===== src/hdl/brle8_pkg.sv =====
// Shared widths, event codes and register indexes of the RLE8 pixel stream decoder.
package brle8_pkg;

  // Configuration port geometry
  localparam int unsigned CfgIdxW  = 8;
  localparam int unsigned CfgDataW = 16;
  localparam int unsigned DimW     = 13;

  // Register indexes
  localparam logic [CfgIdxW-1:0] REG_IMAGE_WIDTH  = 8'd0;
  localparam logic [CfgIdxW-1:0] REG_IMAGE_HEIGHT = 8'd1;

  // Result payload widths
  localparam int unsigned RowW  = 12;
  localparam int unsigned ColW  = 12;
  localparam int unsigned ByteW = 8;

  // Result event codes
  typedef enum logic [2:0] {
    EV_SPAN    = 3'd0,
    EV_EOL     = 3'd1,
    EV_EOB     = 3'd2,
    EV_DELTA   = 3'd3,
    EV_OUTSIDE = 3'd4
  } event_kind_e;

endpackage


===== src/hdl/brle8_if.sv =====
// Handshake channels of the RLE8 decoder: byte input, event output and register writes.
interface brle8_in_if
  import brle8_pkg::*;
();
  logic             valid;
  logic             ready;
  logic [ByteW-1:0] data_byte;
  logic             start_image;

  modport source (output valid, data_byte, start_image, input ready);
  modport sink   (input valid, data_byte, start_image, output ready);
endinterface

interface brle8_out_if
  import brle8_pkg::*;
();
  logic             valid;
  logic             ready;
  event_kind_e      event_kind;
  logic [RowW-1:0]  out_row;
  logic [ColW-1:0]  col_start;
  logic [ByteW-1:0] run_length;
  logic [ByteW-1:0] pixel_index;

  modport source (output valid, event_kind, out_row, col_start, run_length, pixel_index,
                  input ready);
  modport sink   (input valid, event_kind, out_row, col_start, run_length, pixel_index,
                  output ready);
endinterface

interface brle8_cfg_if
  import brle8_pkg::*;
();
  logic                valid;
  logic                ready;
  logic [CfgIdxW-1:0]  index;
  logic [CfgDataW-1:0] wdata;

  modport source (output valid, index, wdata, input ready);
  modport sink   (input valid, index, wdata, output ready);
endinterface


===== src/hdl/bmp_rle8_decoder.sv =====
// RLE8 pixel stream decoder top level: parser, position tracking and result register.
//
// The decoder takes one compressed byte per clock and gives at most one event per byte,
// registered when the byte is taken: a span (row, first column, length, palette index),
// an end-of-line or end-of-bitmap marker, a delta escape (unsupported, halts) or a span
// that falls outside the image. The byte is decoded by a single level of logic from the
// parser state into one output register, so the sustained rate is one byte per cycle;
// the input stalls only while that output register holds an event that is not taken.
// Width and height registers are always ready and should be written while idle; a
// start_image flag on a byte restarts the parser, line and column before that byte.
module bmp_rle8_decoder
  import brle8_pkg::*;
#(
  parameter int unsigned MAX_WIDTH  = 4096,
  parameter int unsigned MAX_HEIGHT = 4096
) (
  input  logic        clk_i,
  input  logic        rst_ni,
  brle8_in_if.sink    in_chan,
  brle8_out_if.source out_chan,
  brle8_cfg_if.sink   cfg_chan
);

  typedef enum logic [2:0] {
    PH_COUNT   = 3'd0,
    PH_VALUE   = 3'd1,
    PH_ESCAPE  = 3'd2,
    PH_LITERAL = 3'd3,
    PH_PAD     = 3'd4,
    PH_HALT    = 3'd5
  } phase_e;

  localparam logic [ByteW-1:0] ESC_EOL   = 8'd0;
  localparam logic [ByteW-1:0] ESC_EOB   = 8'd1;
  localparam logic [ByteW-1:0] ESC_DELTA = 8'd2;

  localparam int unsigned  LimW     = 17;
  localparam logic [LimW-1:0] MaxWLim = LimW'(MAX_WIDTH);
  localparam logic [LimW-1:0] MaxHLim = LimW'(MAX_HEIGHT);
  localparam logic [DimW-1:0] ColSat  = DimW'((1 << ColW) - 1);

  // Registers
  logic [DimW-1:0]  img_w_q, img_h_q;
  phase_e           phase_q, phase_d;
  logic [ByteW-1:0] held_q, held_d;
  logic [DimW-1:0]  line_q, line_d;
  logic [DimW-1:0]  col_q, col_d;
  logic             odd_q, odd_d;

  logic             out_valid_q;
  event_kind_e      kind_q, kind_d;
  logic [RowW-1:0]  row_q, row_d;
  logic [ColW-1:0]  cstart_q, cstart_d;
  logic [ByteW-1:0] run_q, run_d;
  logic [ByteW-1:0] pix_q, pix_d;
  logic             emit_d;

  // Handshake
  logic in_acc;
  assign in_chan.ready = !out_valid_q || out_chan.ready;
  assign in_acc        = in_chan.valid && in_chan.ready;
  assign cfg_chan.ready = 1'b1;

  // Configuration registers
  always_ff @(posedge clk_i or negedge rst_ni) begin
    if (!rst_ni) begin
      img_w_q <= DimW'(1);
      img_h_q <= DimW'(1);
    end else if (cfg_chan.valid) begin
      if (cfg_chan.index == REG_IMAGE_WIDTH) begin
        img_w_q <= cfg_chan.wdata[DimW-1:0];
      end else if (cfg_chan.index == REG_IMAGE_HEIGHT) begin
        img_h_q <= cfg_chan.wdata[DimW-1:0];
      end
    end
  end

  // Clamp the image size to its legal range
  logic [DimW-1:0] eff_w, eff_h;
  always_comb begin
    eff_w = img_w_q;
    if (img_w_q == '0) begin
      eff_w = DimW'(1);
    end else if ({{(LimW-DimW){1'b0}}, img_w_q} > MaxWLim) begin
      eff_w = MaxWLim[DimW-1:0];
    end
    eff_h = img_h_q;
    if (img_h_q == '0) begin
      eff_h = DimW'(1);
    end else if ({{(LimW-DimW){1'b0}}, img_h_q} > MaxHLim) begin
      eff_h = MaxHLim[DimW-1:0];
    end
  end

  // Apply the start flag ahead of the byte
  phase_e           ph_s;
  logic [ByteW-1:0] held_s;
  logic [DimW-1:0]  line_s, col_s;
  logic             odd_s;
  always_comb begin
    ph_s   = phase_q;
    held_s = held_q;
    line_s = line_q;
    col_s  = col_q;
    odd_s  = odd_q;
    if (in_chan.start_image) begin
      ph_s   = PH_COUNT;
      held_s = '0;
      line_s = '0;
      col_s  = '0;
      odd_s  = 1'b0;
    end
  end

  // Row of the current line and span bounds
  logic            line_in;
  logic [DimW-1:0] row_full;
  logic [RowW-1:0] row_cur;
  logic [ByteW-1:0] span_run;
  logic [DimW:0]   span_end;
  logic            span_in;
  logic [DimW-1:0] span_col_nxt;
  logic [ColW-1:0] span_col;
  always_comb begin
    line_in  = line_s < eff_h;
    row_full = eff_h - DimW'(1) - line_s;
    row_cur  = line_in ? row_full[RowW-1:0] : '0;
    span_run = (ph_s == PH_LITERAL) ? ByteW'(1) : held_s;
    span_end = {1'b0, col_s} + (DimW+1)'(span_run);
    span_in  = line_in && (span_end <= {1'b0, eff_w});
    span_col_nxt = (span_end > {1'b0, eff_w}) ? eff_w : span_end[DimW-1:0];
    span_col = (col_s > ColSat) ? ColSat[ColW-1:0] : col_s[ColW-1:0];
  end

  // Decode one byte
  logic [ByteW-1:0] held_dec;
  always_comb begin
    phase_d  = ph_s;
    held_d   = held_s;
    line_d   = line_s;
    col_d    = col_s;
    odd_d    = odd_s;
    emit_d   = 1'b0;
    kind_d   = EV_SPAN;
    row_d    = row_cur;
    cstart_d = '0;
    run_d    = '0;
    pix_d    = '0;
    held_dec = held_s - ByteW'(1);
    unique case (ph_s)
      PH_COUNT: begin
        if (in_chan.data_byte != '0) begin
          held_d  = in_chan.data_byte;
          phase_d = PH_VALUE;
        end else begin
          phase_d = PH_ESCAPE;
        end
      end
      PH_VALUE: begin
        emit_d   = 1'b1;
        kind_d   = span_in ? EV_SPAN : EV_OUTSIDE;
        cstart_d = span_col;
        run_d    = span_run;
        pix_d    = in_chan.data_byte;
        col_d    = span_col_nxt;
        held_d   = '0;
        phase_d  = PH_COUNT;
      end
      PH_ESCAPE: begin
        if (in_chan.data_byte == ESC_EOL) begin
          emit_d  = 1'b1;
          kind_d  = EV_EOL;
          col_d   = '0;
          line_d  = line_in ? line_s + DimW'(1) : line_s;
          phase_d = PH_COUNT;
        end else if (in_chan.data_byte == ESC_EOB) begin
          emit_d  = 1'b1;
          kind_d  = EV_EOB;
          line_d  = line_in ? line_s + DimW'(1) : line_s;
          phase_d = PH_HALT;
        end else if (in_chan.data_byte == ESC_DELTA) begin
          emit_d  = 1'b1;
          kind_d  = EV_DELTA;
          phase_d = PH_HALT;
        end else begin
          held_d  = in_chan.data_byte;
          odd_d   = in_chan.data_byte[0];
          phase_d = PH_LITERAL;
        end
      end
      PH_LITERAL: begin
        emit_d   = 1'b1;
        kind_d   = span_in ? EV_SPAN : EV_OUTSIDE;
        cstart_d = span_col;
        run_d    = span_run;
        pix_d    = in_chan.data_byte;
        col_d    = span_col_nxt;
        held_d   = held_dec;
        if (held_dec == '0) begin
          phase_d = odd_s ? PH_PAD : PH_COUNT;
          odd_d   = 1'b0;
        end
      end
      PH_PAD: begin
        phase_d = PH_COUNT;
      end
      default: begin
        phase_d = PH_HALT;
      end
    endcase
  end

  // Advance parser state and load the result register
  always_ff @(posedge clk_i or negedge rst_ni) begin
    if (!rst_ni) begin
      phase_q     <= PH_COUNT;
      held_q      <= '0;
      line_q      <= '0;
      col_q       <= '0;
      odd_q       <= 1'b0;
      out_valid_q <= 1'b0;
      kind_q      <= EV_SPAN;
      row_q       <= '0;
      cstart_q    <= '0;
      run_q       <= '0;
      pix_q       <= '0;
    end else begin
      if (in_acc) begin
        phase_q     <= phase_d;
        held_q      <= held_d;
        line_q      <= line_d;
        col_q       <= col_d;
        odd_q       <= odd_d;
        out_valid_q <= emit_d;
        if (emit_d) begin
          kind_q   <= kind_d;
          row_q    <= row_d;
          cstart_q <= cstart_d;
          run_q    <= run_d;
          pix_q    <= pix_d;
        end
      end else if (out_chan.ready) begin
        out_valid_q <= 1'b0;
      end
    end
  end

  assign out_chan.valid       = out_valid_q;
  assign out_chan.event_kind  = kind_q;
  assign out_chan.out_row     = row_q;
  assign out_chan.col_start   = cstart_q;
  assign out_chan.run_length  = run_q;
  assign out_chan.pixel_index = pix_q;

  // Hold the input while a result waits
  a_stall_blocks_input: assert property (@(posedge clk_i) disable iff (!rst_ni)
    (out_valid_q && !out_chan.ready) |-> !in_chan.ready)
    else $error("input taken while result stalled");

  // Bytes in the count, pad and halt phases leave the output empty
  a_silent_bytes: assert property (@(posedge clk_i) disable iff (!rst_ni)
    (in_acc && !in_chan.start_image &&
     (phase_q == PH_COUNT || phase_q == PH_PAD || phase_q == PH_HALT)) |=> !out_valid_q)
    else $error("result from a silent byte");

  // Markers carry no span
  a_marker_empty: assert property (@(posedge clk_i) disable iff (!rst_ni)
    (out_valid_q && (kind_q == EV_EOL || kind_q == EV_EOB || kind_q == EV_DELTA))
      |-> (run_q == '0 && cstart_q == '0 && pix_q == '0))
    else $error("marker with span payload");

  // Spans always cover at least one pixel
  a_span_nonempty: assert property (@(posedge clk_i) disable iff (!rst_ni)
    (out_valid_q && (kind_q == EV_SPAN || kind_q == EV_OUTSIDE)) |-> run_q != '0)
    else $error("empty span reported");

endmodule

===== src/flat_wrapper.sv =====
// flat-port wrapper written by rule: the top's interface ports become plain ports
module bmp_rle8_decoder_flat import brle8_pkg::*;
#(
  parameter int unsigned MAX_WIDTH  = 4096,
  parameter int unsigned MAX_HEIGHT = 4096
)
  (clk_i, rst_ni, in_chan_valid, in_chan_data_byte, in_chan_start_image, in_chan_ready, out_chan_valid, out_chan_event_kind, out_chan_out_row, out_chan_col_start, out_chan_run_length, out_chan_pixel_index, out_chan_ready, cfg_chan_valid, cfg_chan_index, cfg_chan_wdata, cfg_chan_ready);
  brle8_in_if in_chan_i ();
  brle8_out_if out_chan_i ();
  brle8_cfg_if cfg_chan_i ();
  input  logic clk_i;
  input  logic rst_ni;
  input wire logic [$bits(in_chan_i.valid)-1:0] in_chan_valid;
  input wire logic [$bits(in_chan_i.data_byte)-1:0] in_chan_data_byte;
  input wire logic [$bits(in_chan_i.start_image)-1:0] in_chan_start_image;
  output wire logic [$bits(in_chan_i.ready)-1:0] in_chan_ready;
  output wire logic [$bits(out_chan_i.valid)-1:0] out_chan_valid;
  output wire logic [$bits(out_chan_i.event_kind)-1:0] out_chan_event_kind;
  output wire logic [$bits(out_chan_i.out_row)-1:0] out_chan_out_row;
  output wire logic [$bits(out_chan_i.col_start)-1:0] out_chan_col_start;
  output wire logic [$bits(out_chan_i.run_length)-1:0] out_chan_run_length;
  output wire logic [$bits(out_chan_i.pixel_index)-1:0] out_chan_pixel_index;
  input wire logic [$bits(out_chan_i.ready)-1:0] out_chan_ready;
  input wire logic [$bits(cfg_chan_i.valid)-1:0] cfg_chan_valid;
  input wire logic [$bits(cfg_chan_i.index)-1:0] cfg_chan_index;
  input wire logic [$bits(cfg_chan_i.wdata)-1:0] cfg_chan_wdata;
  output wire logic [$bits(cfg_chan_i.ready)-1:0] cfg_chan_ready;
  assign in_chan_i.valid = in_chan_valid;
  assign in_chan_i.data_byte = in_chan_data_byte;
  assign in_chan_i.start_image = in_chan_start_image;
  assign in_chan_ready = in_chan_i.ready;
  assign out_chan_valid = out_chan_i.valid;
  assign out_chan_event_kind = out_chan_i.event_kind;
  assign out_chan_out_row = out_chan_i.out_row;
  assign out_chan_col_start = out_chan_i.col_start;
  assign out_chan_run_length = out_chan_i.run_length;
  assign out_chan_pixel_index = out_chan_i.pixel_index;
  assign out_chan_i.ready = out_chan_ready;
  assign cfg_chan_i.valid = cfg_chan_valid;
  assign cfg_chan_i.index = cfg_chan_index;
  assign cfg_chan_i.wdata = cfg_chan_wdata;
  assign cfg_chan_ready = cfg_chan_i.ready;
  bmp_rle8_decoder #(.MAX_WIDTH(MAX_WIDTH), .MAX_HEIGHT(MAX_HEIGHT)) u_core (.clk_i(clk_i), .rst_ni(rst_ni), .in_chan(in_chan_i), .out_chan(out_chan_i), .cfg_chan(cfg_chan_i));
endmodule

===== config.mk =====
export PLATFORM = sky130hd
export DESIGN_NAME = bmp_rle8_decoder_flat
export DESIGN_NICKNAME = d
export VERILOG_FILES = /design/src/hdl/brle8_pkg.sv /design/src/hdl/brle8_if.sv /design/src/hdl/bmp_rle8_decoder.sv /design/src/flat_wrapper.sv
export SDC_FILE = /design/constraint.sdc
export NUM_CORES = 1
export LEC_CHECK = 0
export BUFFER_PORTS_ARGS = -buffer_cell sky130_fd_sc_hd__buf_4
export CORE_MARGIN = 2
export CORE_UTILIZATION = 50
export CTS_CLUSTER_DIAMETER = 30
export CTS_CLUSTER_SIZE = 20
export DETAILED_ROUTE_END_ITERATION = 16
export PLACE_DENSITY_LB_ADDON = 0.3
export SLEW_MARGIN = 0
export SYNTH_ARGS = -nofsm -noshare
export SYNTH_HDL_FRONTEND = slang
export SYNTH_SLANG_ARGS = --single-unit
export TNS_END_PERCENT = 30

===== constraint.sdc =====
create_clock -name clk_i -period 8.9 [get_ports clk_i]
set_input_delay 0.89 -clock clk_i [delete_from_list [all_inputs] [get_ports clk_i]]
set_output_delay 0.89 -clock clk_i [all_outputs]
set_load 0.02 [all_outputs]

==> summary.txt <==
Setup path
  – CP startpoint: in_chan_start_image
  – Worst setup path class: in -> reg
  – Max FO, Critical Path: 43
  – Worst Path Required: 9150 ps
  – Arrival time at the worst endpoint: 6380 ps
  – Crit. End Element: register
  – CP Launch Type: primary input
  – Worst r2r src: u_core.phase_q[2]$_DFFE_PN0P_

Cells and area
  – Nets: 917
  – Commonest non-fill, non-tap cell in the layout: dfrtp_1
  – P&R area growth vs syn: 14.5%
  – Layout cells sized above 1: 17.7%
  – Most frequent cells in the layout: dfrtp_1 (106), nand2_1 (104), buf_4 (84), ha_1 (50), nor2_1 (47)
  – Ant. Diodes: 0

Logic synthesis
  – Cells taking the most area after synthesis: dfrtp_1 (38%), ha_1 (8.9%), nand2_1 (5.6%)
  – Synthesized Nets: 857
  – Async SR Flop Fraction: 100%
  – #FFs+latches synth: 108
  – Syn. warnings: 0
  – Mean Syn Cell Area: 9.12 sq um
  – Commonest register cell after synthesis: dfrtp_1
  – Sequential area share after synthesis: 38.7%
  – Post-synthesis cell type count: 76
  – Mapped Cells: 767
  – Post-synthesis cell area: 6990 sq um
  – Top cell type's share of synthesized area: 37.9%
  – EDFF count, synth: 0
  – Cell taking the most area after synthesis: dfrtp_1

Floorplan
  – Site Rows: 43
  – Die Span Y: 122 um
  – I/O pins: 84
  – Die width: 122 um
  – Die area: 15000 sq um
  – Core area: 13800 sq um
  – Initial Utilization: 50.8%

Timing
  – Clk_skew: 6.82 ps
  – Tightest Pin Transition: 1190 ps
  – Tmin final: 6130 ps
  – Slew Limit Fails: 0
  – Final-report hold violation count: 0
  – Final setup fails: 0
  – Fin crit share: 68.9%
  – Fmax: 0.163 GHz
  – Setup TNS: 0 ps
  – Unrepaired setup endpoints after global routing: false
  – Max_slew headroom: 20.9%

Clock network
  – H-tree lvl count: 3
  – CTS Root Cell: clkbuf_16
  – Max clock buf depth: 2
  – Cells resized by post-CTS repair: 0
  – Setup bufs post-CTS: 0
  – Num CTS Buffers: 9
  – Worst-path clk slew: 70 ps
  – Sink Count: 108
  – Hold buffers post-CTS: 0
  – Clk_lat worst skew: 360 ps
  – CTS tree: yes

GRT
  – Largest net degree at the start of global routing: 56
  – Grt total ovfl: 0
  – Initial antenna violation count: 0
  – Vias in the first global route: 6077
  – Global-route wire length before repair: 29300 um
  – Overall routing resource usage: 24.7%

Detailed routing
  – DR iter-0 viols: 571
  – TritonRoute pass-1 iters: 5
  – Vias per cell: 6.17
  – Total wire length: 17900 um
  – DR DRC count: 0
  – Routed WL per cell: 17.7 um
  – Vias: 6241
  – Antenna Violating Nets Remaining: 0

Placement
  – DP HPWL: 13100 um
  – I/O Buffers: 79
  – Global placer's final weighted congestion: 0.930

Run
  – Max-cap violations: 0

Outcome
  – Outcome: finished, final reports clean

Power
  – Peak supply drop: 132 uV
  – Pwr dens: 189 nW/um^2
  – Leak: 0.00381 uW
  – Overall power: 1510 uW

Worst hold path
  – Hold Path Origin: u_core.out_chan.out_row[8]$_DFFE_PN0P_
  – Worst min path class: reg -> reg
==> registers in the layout (all words and copies together), names as in the netlist <==
signal                       count
u_core.line_q                   13
u_core.held_q                    8
u_core.img_w_q                  13
u_core.img_h_q                  13
u_core.out_chan.event_kind       3
u_core.out_chan.pixel_index      8
u_core.odd_q                     1
u_core.out_chan.run_length       8
u_core.out_chan.out_row         12
u_core.phase_q                   3
u_core.out_chan.valid            1
u_core.out_chan.col_start       12
u_core.col_q                    13
==> cell type report <==
type,instances,area [sq um]
Clock inverter,4,33.8
Multi-Input combinational cell,585,4010
Timing Repair Buffer,84,631
Tap cell,180,225
Inverter,39,146
Fill cell,1236,5760
Sequential cell,108,2710
Clock buffer,12,256
==> Yosys cell counts (15+ instances only) <==
cell type,number
ha_1,50
inv_1,39
clkbuf_1,22
dfrtp_1,106
nor3_1,23
a21oi_1,30
nor2_1,47
nand4_1,15
mux2_2,26
o21ai_0,38
xnor2_1,15
nor2b_1,20
nand2_1,104
o21ai_1,17
nand3_1,18
a22o_1,15
==> worst paths after layout <==
| check | endpoint | slack, ps | cells after the start |
|---|---|---|---|
| worst max register to register | u_core.col_q[3]$_DFFE_PN0P_ | 3150 | 17 |
| worst min-delay path | u_core.out_chan.out_row[8]$_DFFE_PN0P_ | 480 | 2 |
| min in group asynchronous | u_core.out_chan.out_row[11]$_DFFE_PN0P_ | 580 | 1 |
| worst max-delay path | u_core.col_q[3]$_DFFE_PN0P_ | 2770 | 18 |
| max in group asynchronous | u_core.held_q[7]$_DFFE_PN0P_ | 7150 | 2 |
| worst min register to register | u_core.out_chan.out_row[8]$_DFFE_PN0P_ | 480 | 2 |
==> metal layers <==
layer	track usage (%)	vias to the layer above	part of all wire, %
met4	10.1	0	2.9
met3	3.90	47	6.4
met1	33.7	3019	44
li1	-	2922	-
met5	0	-	0
met2	39.3	253	47
==> critical path, cell delays in order <==
cell and delay (ps):
buf_4 250, nand2b_1 230, nor2_1 560, nor2_1 210, ha_1 330, a21oi_1 140, nand2_1 150, a311oi_1 700
nor2b_1 130, xnor2_1 240, nor2_1 80, ha_1 330, a211oi_1 70, o21ai_0 220, a2111oi_0 130, a211oi_1 960
nor2_1 380, o311ai_1 360
==> report_power, final <==
| part | switching, uW | internal, uW |
|---|---|---|
| logic | 287 | 211 |
| clock network | 186 | 207 |
| registers | 56.9 | 564 |
| total | 530 | 983 |
==> metrics by stage <==
step           cells  util (%)  hold slack, ps  cell area [sq um]  setup slack (ps)
3_5_place_dp     996      56.1             466               7720              2600
2_1_floorplan    767         -             451               6990              3510
4_1_cts         1012      58.2             487               8010              2910
5_1_grt         1012      58.2             503               8010              2320
3_3_place_gp     996      56.1             457               7720              2680
6_report        1012      58.2             483               8010              2770
==> kinds of logic after synthesis <==
kind of cell	count (synthesis)	share of synthesized area, %
compound gates	199	20.0
buf+inv	74	4.28
flops	108	38.7
simple gates	284	20.4
xor+xnor	21	2.63
fa+ha+maj	52	9.52
mux	28	4.49
other cells	1	0.0536
(Power assumes the default switching activity.)
